### src/flac_pkg.sv
package flac_pkg;

  localparam int TABLE_ENTRIES = 16;
  localparam int ADDR_BITS     = 16;
  localparam int IDX_W         = $clog2(TABLE_ENTRIES);
  localparam int CNT_W         = $clog2(TABLE_ENTRIES + 1);

  localparam logic FUNC_ALLOC = 1'b0;
  localparam logic FUNC_FREE  = 1'b1;

  localparam logic [1:0] STAT_OK    = 2'd0;
  localparam logic [1:0] STAT_NOFIT = 2'd1;
  localparam logic [1:0] STAT_FULL  = 2'd2;
  localparam logic [1:0] STAT_ZERO  = 2'd3;

  localparam logic FIT_FIRST = 1'b0;
  localparam logic FIT_BEST  = 1'b1;

  typedef struct packed {
    logic                 func;
    logic [ADDR_BITS-1:0] region_start;
    logic [ADDR_BITS-1:0] region_size;
  } req_t;

  typedef struct packed {
    logic [1:0]           status;
    logic [ADDR_BITS-1:0] granted_start;
    logic [CNT_W-1:0]     entries_used;
  } rsp_t;

  typedef struct packed {
    logic [ADDR_BITS-1:0] start;
    logic [ADDR_BITS-1:0] len;
  } entry_t;

endpackage

### src/free_list_allocator_coalescing_unit.sv
// Free-region allocator with merging on release. Pulse start with busy low to hand in one
// request beat (allocate or free); exactly one response beat follows on out_valid for a single
// cycle, and the receiver cannot stall it, so it must sample out_rsp whenever out_valid is high.
// A request of nonzero size walks all sixteen entries of its region table through one
// synchronous memory read port, then writes back the chosen entry in the update state, and
// the response is registered at the end of that state. A zero-size request skips the scan
// and goes straight to the update state. busy drops in the cycle the response appears, so a
// new request can be taken while the response beat is on the ports.
module free_list_allocator_coalescing_unit (
  input  logic             clk,
  input  logic             rst_n,
  input  logic             start,
  output logic             busy,
  input  flac_pkg::req_t   in_req,
  output logic             out_valid,
  output flac_pkg::rsp_t   out_rsp,
  input  logic             cfg_we,
  input  logic             cfg_wdata
);

  localparam int AW = flac_pkg::ADDR_BITS;
  localparam int IW = flac_pkg::IDX_W;
  localparam int CW = flac_pkg::CNT_W;
  localparam int NE = flac_pkg::TABLE_ENTRIES;

  localparam logic [1:0] ST_IDLE = 2'd0;
  localparam logic [1:0] ST_SCAN = 2'd1;
  localparam logic [1:0] ST_UPD  = 2'd2;

  localparam logic [AW-1:0] LEN_MAX = {AW{1'b1}};
  localparam logic [CW-1:0] SCAN_END = CW'(NE);

  // Control state.
  logic [1:0]    state_r, state_nxt;
  logic          fit_mode_r;
  logic [NE-1:0] valid_r;
  logic [CW-1:0] used_r;
  logic [CW-1:0] scan_r;

  // The request being served.
  flac_pkg::req_t req_r;

  // Region table: one synchronous memory, start and length side by side.
  flac_pkg::entry_t mem [NE];
  flac_pkg::entry_t rd_data_r;
  logic             rd_en;
  logic [IW-1:0]    rd_addr;
  logic             ev_vld_r;
  logic [IW-1:0]    ev_idx_r;

  // Search trackers, filled while the table streams past.
  logic          pick_found_r;
  logic [IW-1:0] pick_idx_r;
  logic [AW-1:0] pick_start_r;
  logic [AW-1:0] pick_len_r;
  logic          below_found_r;
  logic [IW-1:0] below_idx_r;
  logic [AW-1:0] below_len_r;
  logic          above_found_r;
  logic [IW-1:0] above_idx_r;
  logic [AW-1:0] above_len_r;
  logic          slot_found_r;
  logic [IW-1:0] slot_idx_r;

  logic accept;
  assign accept = start && (state_r == ST_IDLE);
  assign busy   = (state_r != ST_IDLE);

  always_comb begin
    state_nxt = state_r;
    unique case (state_r)
      ST_IDLE: begin
        if (accept) begin
          state_nxt = (in_req.region_size == '0) ? ST_UPD : ST_SCAN;
        end
      end
      ST_SCAN: begin
        if (scan_r == SCAN_END) begin
          state_nxt = ST_UPD;
        end
      end
      ST_UPD:  state_nxt = ST_IDLE;
      default: state_nxt = ST_IDLE;
    endcase
  end

  // Read side of the scan: one address per cycle, with the read data registered.
  assign rd_en   = (state_r == ST_SCAN) && (scan_r != SCAN_END);
  assign rd_addr = scan_r[IW-1:0];

  always_ff @(posedge clk) begin
    if (rd_en) begin
      rd_data_r <= mem[rd_addr];
    end
    ev_idx_r <= rd_addr;
  end

  // Per-entry evaluation of the beat that just came out of the memory.
  logic          ev_valid;
  logic          ev_fits;
  logic          ev_better;
  logic          ev_below;
  logic          ev_above;
  logic [AW:0]   ev_end;
  logic [AW:0]   req_end;

  always_comb begin
    ev_valid = valid_r[ev_idx_r];
    ev_end   = {1'b0, rd_data_r.start} + {1'b0, rd_data_r.len};
    req_end  = {1'b0, req_r.region_start} + {1'b0, req_r.region_size};
    ev_fits  = ev_valid && (rd_data_r.len >= req_r.region_size);
    if (!pick_found_r) begin
      ev_better = 1'b1;
    end else if (fit_mode_r == flac_pkg::FIT_FIRST) begin
      ev_better = rd_data_r.start < pick_start_r;
    end else begin
      ev_better = (rd_data_r.len < pick_len_r) ||
                  ((rd_data_r.len == pick_len_r) && (rd_data_r.start < pick_start_r));
    end
    ev_below = ev_valid && !below_found_r && (ev_end == {1'b0, req_r.region_start});
    ev_above = ev_valid && !above_found_r && ({1'b0, rd_data_r.start} == req_end);
  end

  always_ff @(posedge clk) begin
    if (accept) begin
      req_r <= in_req;
    end
    if (ev_vld_r) begin
      if (req_r.func == flac_pkg::FUNC_ALLOC) begin
        if (ev_fits && ev_better) begin
          pick_idx_r   <= ev_idx_r;
          pick_start_r <= rd_data_r.start;
          pick_len_r   <= rd_data_r.len;
        end
      end else begin
        if (ev_below) begin
          below_idx_r <= ev_idx_r;
          below_len_r <= rd_data_r.len;
        end
        if (ev_above) begin
          above_idx_r <= ev_idx_r;
          above_len_r <= rd_data_r.len;
        end
        if (!ev_valid && !slot_found_r) begin
          slot_idx_r <= ev_idx_r;
        end
      end
    end
  end

  // Write-back decision, taken in the update cycle.
  logic             wr_en;
  logic [IW-1:0]    wr_idx;
  flac_pkg::entry_t wr_ent;
  logic             set_vld;
  logic             clr_vld;
  logic [IW-1:0]    clr_idx;
  logic [1:0]       upd_status;
  logic [AW-1:0]    upd_grant;
  logic [AW+1:0]    merge_sum;
  logic [AW-1:0]    merge_len;
  logic [AW-1:0]    left_len;

  always_comb begin
    wr_en      = 1'b0;
    wr_idx     = slot_idx_r;
    wr_ent     = '{start: req_r.region_start, len: req_r.region_size};
    set_vld    = 1'b0;
    clr_vld    = 1'b0;
    clr_idx    = pick_idx_r;
    upd_status = flac_pkg::STAT_OK;
    upd_grant  = '0;
    left_len   = pick_len_r - req_r.region_size;

    merge_sum = {2'b00, req_r.region_size};
    if (below_found_r) begin
      merge_sum = merge_sum + {2'b00, below_len_r};
    end
    if (above_found_r) begin
      merge_sum = merge_sum + {2'b00, above_len_r};
    end
    merge_len = (merge_sum > {2'b00, LEN_MAX}) ? LEN_MAX : merge_sum[AW-1:0];

    if (req_r.region_size == '0) begin
      upd_status = flac_pkg::STAT_ZERO;
    end else if (req_r.func == flac_pkg::FUNC_ALLOC) begin
      if (pick_found_r) begin
        wr_en     = 1'b1;
        wr_idx    = pick_idx_r;
        wr_ent    = '{start: pick_start_r + req_r.region_size, len: left_len};
        upd_grant = pick_start_r;
        clr_vld   = (left_len == '0);
        clr_idx   = pick_idx_r;
      end else begin
        upd_status = flac_pkg::STAT_NOFIT;
      end
    end else begin
      priority if (below_found_r) begin
        // Grow the region below; an adjacent region above is absorbed and dropped.
        wr_en   = 1'b1;
        wr_idx  = below_idx_r;
        wr_ent  = '{start: pick_start_r, len: merge_len};
        clr_vld = above_found_r;
        clr_idx = above_idx_r;
      end else if (above_found_r) begin
        wr_en  = 1'b1;
        wr_idx = above_idx_r;
        wr_ent = '{start: req_r.region_start, len: merge_len};
      end else if (slot_found_r) begin
        wr_en   = 1'b1;
        wr_idx  = slot_idx_r;
        set_vld = 1'b1;
      end else begin
        upd_status = flac_pkg::STAT_FULL;
      end
    end
  end

  // The below-merge keeps the old start: the write mask on the start half leaves the stored start
  // unwritten, so only the length of that entry is updated.
  logic wr_keep_start;
  assign wr_keep_start = (req_r.func == flac_pkg::FUNC_FREE) && below_found_r;

  always_ff @(posedge clk) begin
    if ((state_r == ST_UPD) && wr_en) begin
      if (!wr_keep_start) begin
        mem[wr_idx].start <= wr_ent.start;
      end
      mem[wr_idx].len <= wr_ent.len;
    end
  end

  logic [CW-1:0] used_nxt;
  always_comb begin
    used_nxt = used_r;
    if (set_vld) begin
      used_nxt = used_r + CW'(1);
    end else if (clr_vld) begin
      used_nxt = used_r - CW'(1);
    end
  end

  always_ff @(posedge clk) begin
    if (!rst_n) begin
      state_r       <= ST_IDLE;
      fit_mode_r    <= flac_pkg::FIT_FIRST;
      valid_r       <= '0;
      used_r        <= '0;
      scan_r        <= '0;
      ev_vld_r      <= 1'b0;
      pick_found_r  <= 1'b0;
      below_found_r <= 1'b0;
      above_found_r <= 1'b0;
      slot_found_r  <= 1'b0;
      out_valid     <= 1'b0;
    end else begin
      state_r  <= state_nxt;
      ev_vld_r <= rd_en;
      if (cfg_we) begin
        fit_mode_r <= cfg_wdata;
      end
      if (accept) begin
        scan_r        <= '0;
        pick_found_r  <= 1'b0;
        below_found_r <= 1'b0;
        above_found_r <= 1'b0;
        slot_found_r  <= 1'b0;
      end else if (rd_en) begin
        scan_r <= scan_r + CW'(1);
      end
      if (ev_vld_r) begin
        if (req_r.func == flac_pkg::FUNC_ALLOC) begin
          if (ev_fits) begin
            pick_found_r <= 1'b1;
          end
        end else begin
          if (ev_below) begin
            below_found_r <= 1'b1;
          end
          if (ev_above) begin
            above_found_r <= 1'b1;
          end
          if (!ev_valid) begin
            slot_found_r <= 1'b1;
          end
        end
      end
      out_valid <= (state_r == ST_UPD);
      if (state_r == ST_UPD) begin
        used_r <= used_nxt;
        if (set_vld) begin
          valid_r[wr_idx] <= 1'b1;
        end
        if (clr_vld) begin
          valid_r[clr_idx] <= 1'b0;
        end
      end
    end
  end

  // Response beat, registered at the end of the update cycle.
  always_ff @(posedge clk) begin
    if (state_r == ST_UPD) begin
      out_rsp.status        <= upd_status;
      out_rsp.granted_start <= upd_grant;
      out_rsp.entries_used  <= used_nxt;
    end
  end

endmodule
### config.mk
export PLATFORM = sky130hd
export DESIGN_NAME = free_list_allocator_coalescing_unit
export DESIGN_NICKNAME = d
export VERILOG_FILES = /design/src/flac_pkg.sv /design/src/free_list_allocator_coalescing_unit.sv
export SDC_FILE = /design/constraint.sdc
export NUM_CORES = 1
export LEC_CHECK = 0
export ABC_CLOCK_PERIOD_IN_PS = 5900
export BUFFER_PORTS_ARGS = -buffer_cell sky130_fd_sc_hd__buf_2
export CELL_PAD_IN_SITES_DETAIL_PLACEMENT = 0
export CELL_PAD_IN_SITES_GLOBAL_PLACEMENT = 2
export CORE_AREA = 2 2 282 284
export CTS_CLUSTER_SIZE = 28
export DETAILED_ROUTE_END_ITERATION = 8
export DIE_AREA = 0 0 284 286
export PLACE_DENSITY = 0.73
export SYNTH_ARGS = -nofsm -noshare
export SYNTH_HDL_FRONTEND = slang
export SYNTH_SLANG_ARGS = --single-unit
### constraint.sdc
create_clock -name clk -period 5.9 [get_ports clk]
set_input_delay 1.475 -clock clk [delete_from_list [all_inputs] [get_ports clk]]
set_output_delay 1.475 -clock clk [all_outputs]
set_load 0.1 [all_outputs]
== After elaboration in Yosys (flattened, before gate mapping) ==
Memory sizes are Yosys's and may differ from the RTL's. A register that Yosys moved wholly into a read port is not among the register bits.
Index checks and enable logic that the tools add are counted.

* Divide/modulo/power cells: 0
* Eq/ne operators: 9
* Multiply operators: 0
* Reduce and logical (&&, ||, !) cells: 31
* Bitwise gates (word level): 6
* Add/sub/neg operators: 9
* Mux-type cells: 74
* $lt $le $gt $ge: 9
* Shifts and indexed selects: 0

{| class="wikitable"
|+ Operators by type and width
! operator !! count
|-
| $mux W32 || 4
|-
| $mux W16 || 6
|-
| $add A16 B16 Y17 || 3
|-
| $logic_not A16 Y1 || 3
|-
| $mux W1 || 41
|-
| $lt A16 B16 Y1 || 2
|-
| $mux W4 || 8
|-
| $add A18 B16 Y18 || 1
|-
| $gt A18 B16 Y1 const B || 1
|-
| $mux W18 || 1
|-
| $eq A16 B17 Y1 || 1
|-
| $eq A17 B16 Y1 || 1
|-
| $mux W17 || 1
|-
| $add A16 B16 Y16 || 1
|-
| $and A16 B16 Y16 || 1
|-
| $eq A16 B16 Y1 || 1
|-
| $ge A16 B16 Y1 || 1
|-
| $not A16 Y16 || 1
|-
| $or A16 B16 Y16 || 1
|-
| $sub A16 B16 Y16 || 1
|-
| $lt A4 B5 Y1 const B || 3
|-
| $logic_and A1 B1 Y1 || 14
|-
| $mux W2 || 7
|-
| $reduce_and A3 Y1 || 4
|-
| 20 further kinds || 30
|}

* Logic and storage cells: 165
* RAM bits: 512
* Input bits: 38
* Memories kept: 1
* Bits in latches: 0
* Register bits: 175
* Bits in read-only memories: 0

{| class="wikitable"
|+ Memories
! memory !! words !! bits a word !! rd ports !! clocked after Yosys merged registers in !! wr ports !! RTL line !! source
|-
| mem || 16 || 32 || 1 || 1 || 1 || free_list_allocator_coalescing_unit.sv:44 || <nowiki>flac_pkg::entry_t mem [NE];</nowiki>
|}

== Logic depth before layout (Yosys ltp) ==
Gate-level depths: netlist (run 1).

* Depth after elaboration: 14
* Depth in mapped cells: 25
* Gate-level depth less buffers: 23

== Least setup slack after synthesis (run 1) ==
Ideal clock, no wire load.

* Kind: register to register
* Start point: register req_r[1] in the netlist's numbering
* End point: memory mem[0][6] in the netlist's numbering, data pin
* Data arrival time: 5.167 ns
* Cell stages (with the launch flop): 23
* Slack: 0.380 ns
* Setup time: 0.352 ns
* Period minus slack after synthesis: 5.520 ns
* Required time: 5.548 ns
* Cell sequence: edfxtp_1 -> inv_1 -> fa_1 -> nor2b_1 -> o21a_1 -> o21ai_2 -> a2111oi_4 -> o21ai_0 -> nand2b_1 -> a21oi_1 -> xnor2_1 -> nand2_1 -> o21ai_0 -> ha_1 -> a21o_1 -> a21oi_1 -> a21oi_1 -> o21a_1 -> o2111a_1 -> or4_1 -> buf_2 -> and2_1 -> a311oi_1

{| class="wikitable"
|+ RTL lines
! item !! RTL line !! source
|-
| start: declaration || free_list_allocator_coalescing_unit.sv:41 || <nowiki>flac_pkg::req_t req_r;</nowiki>
|-
| start signal: assignment || free_list_allocator_coalescing_unit.sv:126 || <nowiki>req_r <= in_req;</nowiki>
|-
| end: declaration || free_list_allocator_coalescing_unit.sv:44 ||
|}

==> impl_metrics.toml, run 1 <==
[outcome]
status = "completed"

[clock_tree]
clockRootBuffer = "clkbuf_16"
cts.sinks = 719
cts_hold_buffers = 0
htreeDepth = 3
path_clk_slew_ns = 0.06
clock_latency_ns = 0.65
cts_max_path_buffers = 3
tritoncts = "yes"
numCtsBuffers = 78

[power]
p_sw_frac = 0.255
p_int_uw = 8910
power_frac_comb = 0.117
power-per-cell-area_mw_per_mm2 = 314
seq_power_share = 0.491
ir_drop_uv = 243
p_leak_uw = 0.0129
power.total_uw = 12000
clkPwrFrac = 0.392
power_switching_uw = 3060

[die]
start_util = 0.426
io_pins = 63
fp-row-count = 103
die_area_mm2 = 0.0812
core_region_area_mm2 = 0.0784
die_width_um = 284
dieHeight_um = 286

[grt]
gr-total-overflow = 0
grt_first_pass_wirelength_um = 136000
track_usage = 0.229
grt_max_degree = 68
antenna_found_initial = 5
grt_pass1_vias = 20000

[layout]
antenna_cells = 0
fillCellCount = 6717
finalNonFillerCells = 3433
fin_util = 0.486
area_growth_syn_to_layout_pct = 13.9
fin_nets = 2513
drive_gt1_frac = 0.209

[synthesis]
syn-num-nets = 2352
synthTopCellsByCount = "edfxtp_1 (680), mux4_2 (165), ha_1 (146)"
syn-cell-area_mm2 = 0.0334
synthFlopType = "edfxtp_1"
netlist_instances = 2162
yosysMostFrequentCell = "edfxtp_1"
netlist_top_cells_area = "edfxtp_1 (61%), mux4_2 (11%), ha_1 (5.5%)"
yosysTopAreaCell = "edfxtp_1"
yosysWarnings = 0
synth_area_per_cell_um2 = 15.5
synth_cell_types = 87
synth-seq-cells = 719
synth_edf_count = 680
ys_async_sr_fraction = 0
synth_top_area_frac = 0.611
yosysSeqAreaShare = 0.635

[placement]
place_inst = 3290
gp_congestion = 0.888
io_buffer_count = 62
dp_hpwl_um = 63000

[setup_path]
criticalPathCategory = "register to register"
worstPathArrival_ns = 5.97
crit_path_end_kind = "register"
start_kind = "register"
ff2ff_path_depth = 24
crit_path_max_fanout = 16
rrSetupSlack_ns = 0.42
cp_data_required_time_ns = 6.39

[sta]
slew_headroom = 0.120
period_needed_ns = 5.48
tns_ns = 0
setup_viol = 0
tightestPinTransition_ns = 1.32
fin_worst_skew_ns = 0.0411
fmax_mhz = 183
rsz0062_at_grt = "false"
post-route-period-util = 0.928
final-hold-violation-count = 0
slew_viol_final = 0

[detailed_routing]
drt_iter0_drc = 1933
ant_nets = 0
wl_met2_um = 44400
wl_met3_um = 4670
vias_per_cell = 5.86
wl_per_cell_um = 27.1
drt-pass1-iter-count = 5
top_layer = "met4"
vias = 20100
wl_um = 93000
drc = 0
wl_met1_um = 42200

[worst_hold_path]
whs_path_depth = 2
hp-class = "register to register"

[flow_run]
drv_cap = 0
[what timing repair did]
| item | in CTS | in global routing |
|---|---|---|
| buffers inserted | 0 | 3 |
| gates resized for setup | 0 | 5 |
| endpoints found under the hold margin | 0 | 0 |
| endpoints found under the setup margin | 0 | 112 |
[worst paths after layout]
path,from,end
setup / recovery,req_r[0],mem[6][8]
hold / removal,scan_r[4],scan_r[4]
setup reg to reg,req_r[0],mem[6][8]
hold reg to reg,scan_r[4],scan_r[4]
[cell type report]
class	count	area [um^2]	area share
Timing Repair Buffer	155	1020	0.0269
Sequential cell	719	21200	0.557
Multi-Input combinational cell	1279	11700	0.308
Inverter	90	338	0.00887
Clock buffer	95	2030	0.0532
Tap cell	1050	1310	0.0345
Clock inverter	45	433	0.0114
[worst max-delay path: stages (launching register included)]
cell	delay [ns]
edfxtp_1	0.35
ha_1	0.19
inv_1	0.07
fa_1	0.40
nor2b_1	0.14
o21a_1	0.16
o21ai_2	0.10
a2111oi_4	0.39
o21ai_0	0.17
nand2b_1	0.09
a21oi_1	0.07
xnor2_1	0.19
nand2_1	0.07
o21ai_0	0.15
ha_1	0.33
a21o_1	0.17
a21oi_1	0.19
a21oi_1	0.12
o21a_1	0.22
o2111a_1	0.22
or4_1	0.56
buf_4	0.20
and2_1	0.25
a221oi_2	0.30
buf_6	0.19
[placed cells by master, fill, tap and decap left out, types with 72 or more instances in the layout]
cell type  instances
edfxtp_1         680
mux4_2           165
ha_1             146
o21ai_0          119
nor2_1           102
buf_4             91
inv_1             88
nand2_1           87
clkbuf_16         78
xnor2_1           72
[cells by family (layout without fill, tap and decap cells)]
family / count (synthesis) / after routing / synth area share
flops: 719 / 719 / 0.635
simple gates: 452 / 452 / 0.0676
compound gates: 393 / 393 / 0.0781
mux: 175 / 175 / 0.114
buf+inv: 164 / 385 / 0.0192
fa+ha+maj: 152 / 152 / 0.0583
xor+xnor: 107 / 107 / 0.0280
[power by group through the flow]
stage | Sequential [uW] | Combinational [uW] | Clock [uW]
floorplan | 5950 | 942 | 0
global placement | 5990 | 1370 | 0
detailed placement | 5990 | 1390 | 0
CTS | 5880 | 1390 | 4800
global route | 5880 | 1530 | 4990
finish | 5880 | 1400 | 4690
[routing by layer]
metal | vias up | global-route usage
met2 | 573 | 0.367
met4 | 0 | 0.0525
met5 | - | 0
met1 | 10500 | 0.337
li1 | 8927 | -
met3 | 102 | 0.0272
[stage by stage]
step / instance area (um^2) / hold WS [ns] / worst slack (ns)
2_1_floorplan: 33400 / 0.329 / 0.380
3_3_place_gp: 35600 / 0.501 / 0.374
3_5_place_dp: 35600 / 0.517 / 0.160
4_1_cts: 38000 / 0.535 / 0.0853
5_1_grt: 38100 / 0.562 / 0.0316
6_report: 38100 / 0.532 / 0.424
[registers in the layout, indices dropped and copies added, names as in the netlist, 2 cells and up]
register	cells
ev_idx_r	4
below_len_r	16
above_idx_r	4
rd_data_r	32
used_r	5
above_len_r	16
slot_idx_r	4
scan_r	5
below_idx_r	4
pick_idx_r	4
mem	512
pick_len_r	16
req_r	33
valid_r	16
out_rsp	23
state_r	2
pick_start_r	16
No activity file was read; power rests on OpenSTA's default activity.
==> run 2: changes to the inputs <==
--- a/config.mk
+++ b/config.mk
@@ -9,11 +9,13 @@
 export BUFFER_PORTS_ARGS = -buffer_cell sky130_fd_sc_hd__buf_2
 export CELL_PAD_IN_SITES_DETAIL_PLACEMENT = 0
 export CELL_PAD_IN_SITES_GLOBAL_PLACEMENT = 2
-export CORE_AREA = 2 2 282 284
+export CORE_AREA = 2 2 279 281
+export CTS_BUF_LIST = sky130_fd_sc_hd__clkbuf_4
+export CTS_CLUSTER_DIAMETER = 60
 export CTS_CLUSTER_SIZE = 28
 export DETAILED_ROUTE_END_ITERATION = 8
-export DIE_AREA = 0 0 284 286
-export PLACE_DENSITY = 0.73
+export DIE_AREA = 0 0 281 283
+export PLACE_DENSITY = 0.75
 export SYNTH_ARGS = -nofsm -noshare
 export SYNTH_HDL_FRONTEND = slang
 export SYNTH_SLANG_ARGS = --single-unit
==> run 2 against run 1 <==
Wire length decreased by 1.8%. Die area down 2.1%. Setup slack got worse by 0.058 ns. Cell count is 1.1% lower. Combinational power hardly changed. Total power decreased by 17%. Sequential power about the same. Register-to-register slack lost 0.06 ns. Maximum frequency is 1.0% lower. Highest routed layer is now met5.
==> impl_metrics.toml, run 2 (synthesis gave the netlist of run 1 again) <==
[layout]
fin_area_mm2 = 0.0367
drive_gt1_frac = 0.211
top_register = "mem"
largestRegisters = "mem (512), req_r (33), rd_data_r (32)"
largest_reg_flops = 512
fin_nets = 2495
layout_commonest_cell = "edfxtp_1"
area_growth_syn_to_layout_pct = 9.78
fin_util = 0.478
finalNonFillerCells = 3396
layout_common_cells = "edfxtp_1 (680), mux4_2 (165), ha_1 (146)"
fillCellCount = 6572

[setup_path]
crit_buf_inv = 1
slowest_stage = "or4_1"
cpLargestDelayFamily = "compound AO/OA/AOI/OAI gates"
worstPathArrival_ns = 6.18
start_kind = "register"
cp_data_required_time_ns = 6.55
criticalPathCategory = "register to register"
cpPeakStageDelay_ns = 0.56
crit_path_max_fanout = 16
crit_path_end_kind = "register"
crit_top_cell = "o21ai_0"
crit_chain = "buf_4 -> ha_1 -> a21o_1 -> a21oi_1 -> o21ai_0 -> nand2_1 -> o21ai_0 -> o41a_1 -> a31o_2 -> xor2_1 -> nand2_1 -> o21ai_0 -> ha_1 -> a21o_1 -> o21a_1 -> o2111a_1 -> or4_1 -> or2_1 -> nand3_1"

[outcome]
status = "completed"

[die]
core_region_area_mm2 = 0.0767
dieHeight_um = 283
fp-row-count = 102
io_pins = 63
start_util = 0.436
die_area_mm2 = 0.0795
die_width_um = 281

[sta]
post-route-period-util = 0.938
slew_headroom = 0.181
fmax_mhz = 181
rsz0062_at_grt = "false"
slew_viol_final = 0
final-hold-violation-count = 0
period_needed_ns = 5.53
tightestPinTransition_ns = 1.21
fin_ws_ns = 0.366
tns_ns = 0
setup_viol = 0
fin_worst_skew_ns = 0.139

[worst_hold_path]
hp-class = "register to register"

[detailed_routing]
drt-pass1-iter-count = 5
top_layer = "met5"
ant_nets = 0
vias_per_cell = 5.88
wl_um = 91300
drc = 0
wl_met1_um = 41100
drt_iter0_drc = 2034
vias = 20000
wl_met3_um = 5450
wl_per_cell_um = 26.9
wl_met2_um = 43200

[clock_tree]
tritoncts = "yes"
path_clk_slew_ns = 0.21
clock_latency_ns = 0.97
clockRootBuffer = "clkbuf_4"
numCtsBuffers = 57
cts_max_path_buffers = 3
cts.sinks = 719
htreeDepth = 2

[power]
power-per-cell-area_mw_per_mm2 = 271
p_leak_uw = 0.0123
ir_drop_uv = 211

[grt]
grt_pass1_vias = 19500
antenna_found_initial = 8
grt_first_pass_wirelength_um = 133000
track_usage = 0.230
grt_max_degree = 67
gr-total-overflow = 0

[placement]
gp_congestion = 0.901
io_buffer_count = 62
place_ws_ns = 0.299
place_inst = 3281
dp_hpwl_um = 61900
post_dp_cell_area_mm2 = 0.0356

[flow_run]
drv_cap = 0
## run 2: changes by cell type in the layout (fill, tap and decap cells not counted), sizes merged
cell / before / now
clkbuf: 95 / 63
inv: 91 / 113
clkinv: 35 / 19
clkinvlp: 6 / 3
buf: 155 / 157
bufinv: 3 / 1
diode: 0 / 2
## run 2: routing by layer
layer  vias up  global-route usage
li1       8896                   -
met2       630               0.364
met5         -                   0
met3        99              0.0293
met1     10400               0.342
met4         2              0.0468
## run 2: cell type report
type / count / area [um^2] / area share
clock buffer: 62 / 465 / 0.0127
inverter: 90 / 338 / 0.00921
multi-input combinational: 1279 / 11700 / 0.320
tap: 1040 / 1300 / 0.0355
clock inverter: 46 / 566 / 0.0154
timing repair buffer: 158 / 1070 / 0.0291
sequential: 719 / 21200 / 0.578
antenna: 2 / 5.00 / 0.000136
## run 2: what timing repair did
item                                    4_1_cts  5_1_grt
endpoints found under the setup margin        0       89
setup buffers                                 0        4
hold buffers                                  0        0
resized for setup                             0        7
## run 2: report_power, final
part           switching (uW)  internal, uW
clock                    1910           743
combinational             834           565
sequential                148          5730
total                    2890          7040
## run 2: worst paths after layout
| path | cells after the start | end | slack, ns | start |
|---|---|---|---|---|
| hold reg to reg | 0 | slot_idx_r[3] | 0.54 | ev_idx_r[3] |
| setup reg to reg | 19 | mem[9][7] | 0.37 | req_r[1] |
| hold / removal | 0 | slot_idx_r[3] | 0.54 | ev_idx_r[3] |
| setup / recovery | 19 | mem[9][7] | 0.37 | req_r[1] |
## run 2: worst reg2reg max path, delay by kind of cell (launching register included)
| family | cells | cell delay [ns] |
|---|---|---|
| simple gates | 5 | 1.62 |
| flops | 1 | 0.43 |
| xor+xnor | 1 | 0.20 |
| compound gates | 10 | 2.19 |
| fa+ha+maj | 2 | 0.63 |
| buf+inv | 1 | 0.19 |
## run 2: through the flow
stage	hold WS, ns	total power, uW
2_1_floorplan	0.329	6890
3_3_place_gp	0.510	7350
3_5_place_dp	0.512	7370
4_1_cts	0.535	10000
5_1_grt	0.550	10300
6_report	0.539	9930
==> run 3: changes to the inputs <==
--- a/config.mk
+++ b/config.mk
@@ -5,7 +5,7 @@
 export SDC_FILE = /design/constraint.sdc
 export NUM_CORES = 1
 export LEC_CHECK = 0
-export ABC_CLOCK_PERIOD_IN_PS = 5900
+export ABC_CLOCK_PERIOD_IN_PS = 4500
 export BUFFER_PORTS_ARGS = -buffer_cell sky130_fd_sc_hd__buf_2
 export CELL_PAD_IN_SITES_DETAIL_PLACEMENT = 0
 export CELL_PAD_IN_SITES_GLOBAL_PLACEMENT = 2
==> constraint.sdc (replaced) <==
create_clock -name clk -period 4.5 [get_ports clk]
set_input_delay 1.125 -clock clk [delete_from_list [all_inputs] [get_ports clk]]
set_output_delay 1.125 -clock clk [all_outputs]
set_load 0.1 [all_outputs]
==> run 3 against run 2 <==
The flow now finishes with violations (negative setup slack). Wire length increased by 3.3%. Combinational power up 49%. First-iteration DRC count increased by 6.6%. Clock power grew 48%. Via count up 3.0%.
==> impl_metrics.toml, run 3 (synthesis gave the netlist of run 1 again) <==
[die]
fp-row-count = 102
start_util = 0.436
die_area_mm2 = 0.0795
core_region_area_mm2 = 0.0767
die_width_um = 281
dieHeight_um = 283
io_pins = 63

[layout]
fillCellCount = 6457
top_register = "mem"
finalNonFillerCells = 3513
largest_reg_flops = 512
layout_commonest_cell = "edfxtp_1"
drive_gt1_frac = 0.258
area_growth_syn_to_layout_pct = 14.3
fin_nets = 2611
layout_common_cells = "edfxtp_1 (680), buf_4 (177), mux4_2 (165)"
largestRegisters = "mem (512), req_r (33), rd_data_r (32)"
fin_area_mm2 = 0.0382

[outcome]
status = "finished with violations"
violations = "negative setup slack"

[setup_path]
crit_chain = "ha_2 -> inv_2 -> fa_2 -> nor2b_1 -> o21a_1 -> o21ai_4 -> a2111oi_4 -> o21ai_1 -> nand2b_1 -> a21oi_2 -> xnor2_2 -> nand2_1 -> o21ai_2 -> ha_1 -> a21o_1 -> a21oi_2 -> a21oi_2 -> o21a_1 -> o2111a_1 -> or4_4 -> or2_4 -> o211ai_1 -> buf_4"
criticalPathCategory = "register to register"
crit_path_max_fanout = 8
worstSetupEndpoint = "mem[13][2]"
cp_data_required_time_ns = 5.30
start_kind = "register"
crit_path_end_kind = "register"
worstPathArrival_ns = 5.78
setup.worst_path.start = "req_r[0]"
cpPeakStageDelay_ns = 0.54
rr_endpoint = "mem[13][2]"
ff2ff_path_depth = 23
crit_top_cell = "a21oi_2"
r2r-start = "req_r[0]"
rrSetupSlack_ns = -0.48
slowest_stage = "or4_4"

[power]
ir_drop_uv = 338
power.total_uw = 13700
power-per-cell-area_mw_per_mm2 = 357
p_leak_uw = 0.0131

[detailed_routing]
drt-pass1-iter-count = 5
wl_um = 94400
wl_per_cell_um = 26.9
drc = 0
drt_iter0_drc = 2169
vias = 20600
ant_nets = 0
vias_per_cell = 5.86

[sta]
slew_viol_final = 0
fin_ws_ns = -0.484
slew_headroom = 0.311
final-hold-violation-count = 0
tightestPinTransition_ns = 1.03
tns_ns = -95.53
period_needed_ns = 4.98
whs_ns = 0.391
fmax_mhz = 201
post-route-period-util = 1.11
setup_viol = 256
fin_worst_skew_ns = 0.135
rsz0062_at_grt = "true"

[placement]
place_inst = 3382
post_dp_cell_area_mm2 = 0.0365
gp_congestion = 0.893
dp_hpwl_um = 64500
io_buffer_count = 62

[clock_tree]
htreeDepth = 2
path_clk_slew_ns = 0.18
clock_latency_ns = 1.01
cts.sinks = 719
numCtsBuffers = 59
tritoncts = "yes"
cts_max_path_buffers = 3
clockRootBuffer = "clkbuf_4"
cts_hold_buffers = 0

[flow_run]
drv_cap = 0

[grt]
grt_first_pass_wirelength_um = 139000
grt_pass1_vias = 20600
grt_use_met2 = 0.376
busiest_layer = "met2"
use_met3 = 0.0287
grtUsageMet1 = 0.358
gr-total-overflow = 0
antenna_found_initial = 2
track_usage = 0.239
grt_max_degree = 68

[worst_hold_path]
worstHoldStart = "in_req[30]"
hp-class = "input port to register"
-- run 3: cell type report --
class | count | area (um^2) | share of cell area
sequential | 719 | 21200 | 0.555
multi-input combinational | 1279 | 11900 | 0.312
timing repair buffer | 272 | 2160 | 0.0566
tap | 1040 | 1300 | 0.0341
clock inverter | 53 | 817 | 0.0214
clock buffer | 59 | 443 | 0.0116
inverter | 90 | 338 | 0.00884
antenna | 1 | 2.50 | 0.0000655
-- run 3: power by group --
part,switching (uW),leakage (uW),internal (uW)
clock network,2740,0.000644,1170
registers,140,0.00648,7510
logic,1210,0.00593,876
-- run 3: per-layer routing --
| layer | vias to the layer above | routed length (um) |
|---|---|---|
| met4 | 0 | 1880 |
| li1 | 9107 | - |
| met1 | 10700 | 42300 |
| met3 | 103 | 5850 |
| met5 | - | 0 |
| met2 | 683 | 44300 |
-- run 3: worst min path at each step --
stage | end | slack (ns) | cells after the start
after CTS | req_r[30] | 0.30 | 1
after floorplan | ev_idx_r[2] | 0.33 | 0
after global placement | ev_idx_r[0] | 0.47 | 0
after global routing | req_r[19] | 0.33 | 1
final | req_r[30] | 0.39 | 1
after detailed placement | ev_idx_r[0] | 0.47 | 0
-- run 3: critical path, delay by kind of cell (launching register included) --
kind / cells / cell delay [ns]
and+or+nand+nor: 5 / 1.15
buffers and inverters: 2 / 0.27
DFF: 1 / 0.39
xor gates and xnor gates: 1 / 0.14
adders and majority gates: 3 / 0.86
AOI/OAI and AO/OA: 12 / 1.98
-- run 3: per-stage QoR --
step / setup slack [ns] / util
finish: -0.484 / 0.498
global route: -0.773 / 0.498
CTS: -0.435 / 0.498
detailed placement: -0.516 / 0.476
global placement: -0.558 / 0.476
floorplan: -0.549 / -
-- run 3: what timing repair did --
item,CTS,global route
buffers inserted,9,1
pin swaps,8,1
resized for setup,44,10
endpoints found under the setup margin,256,256
cloned,10,0
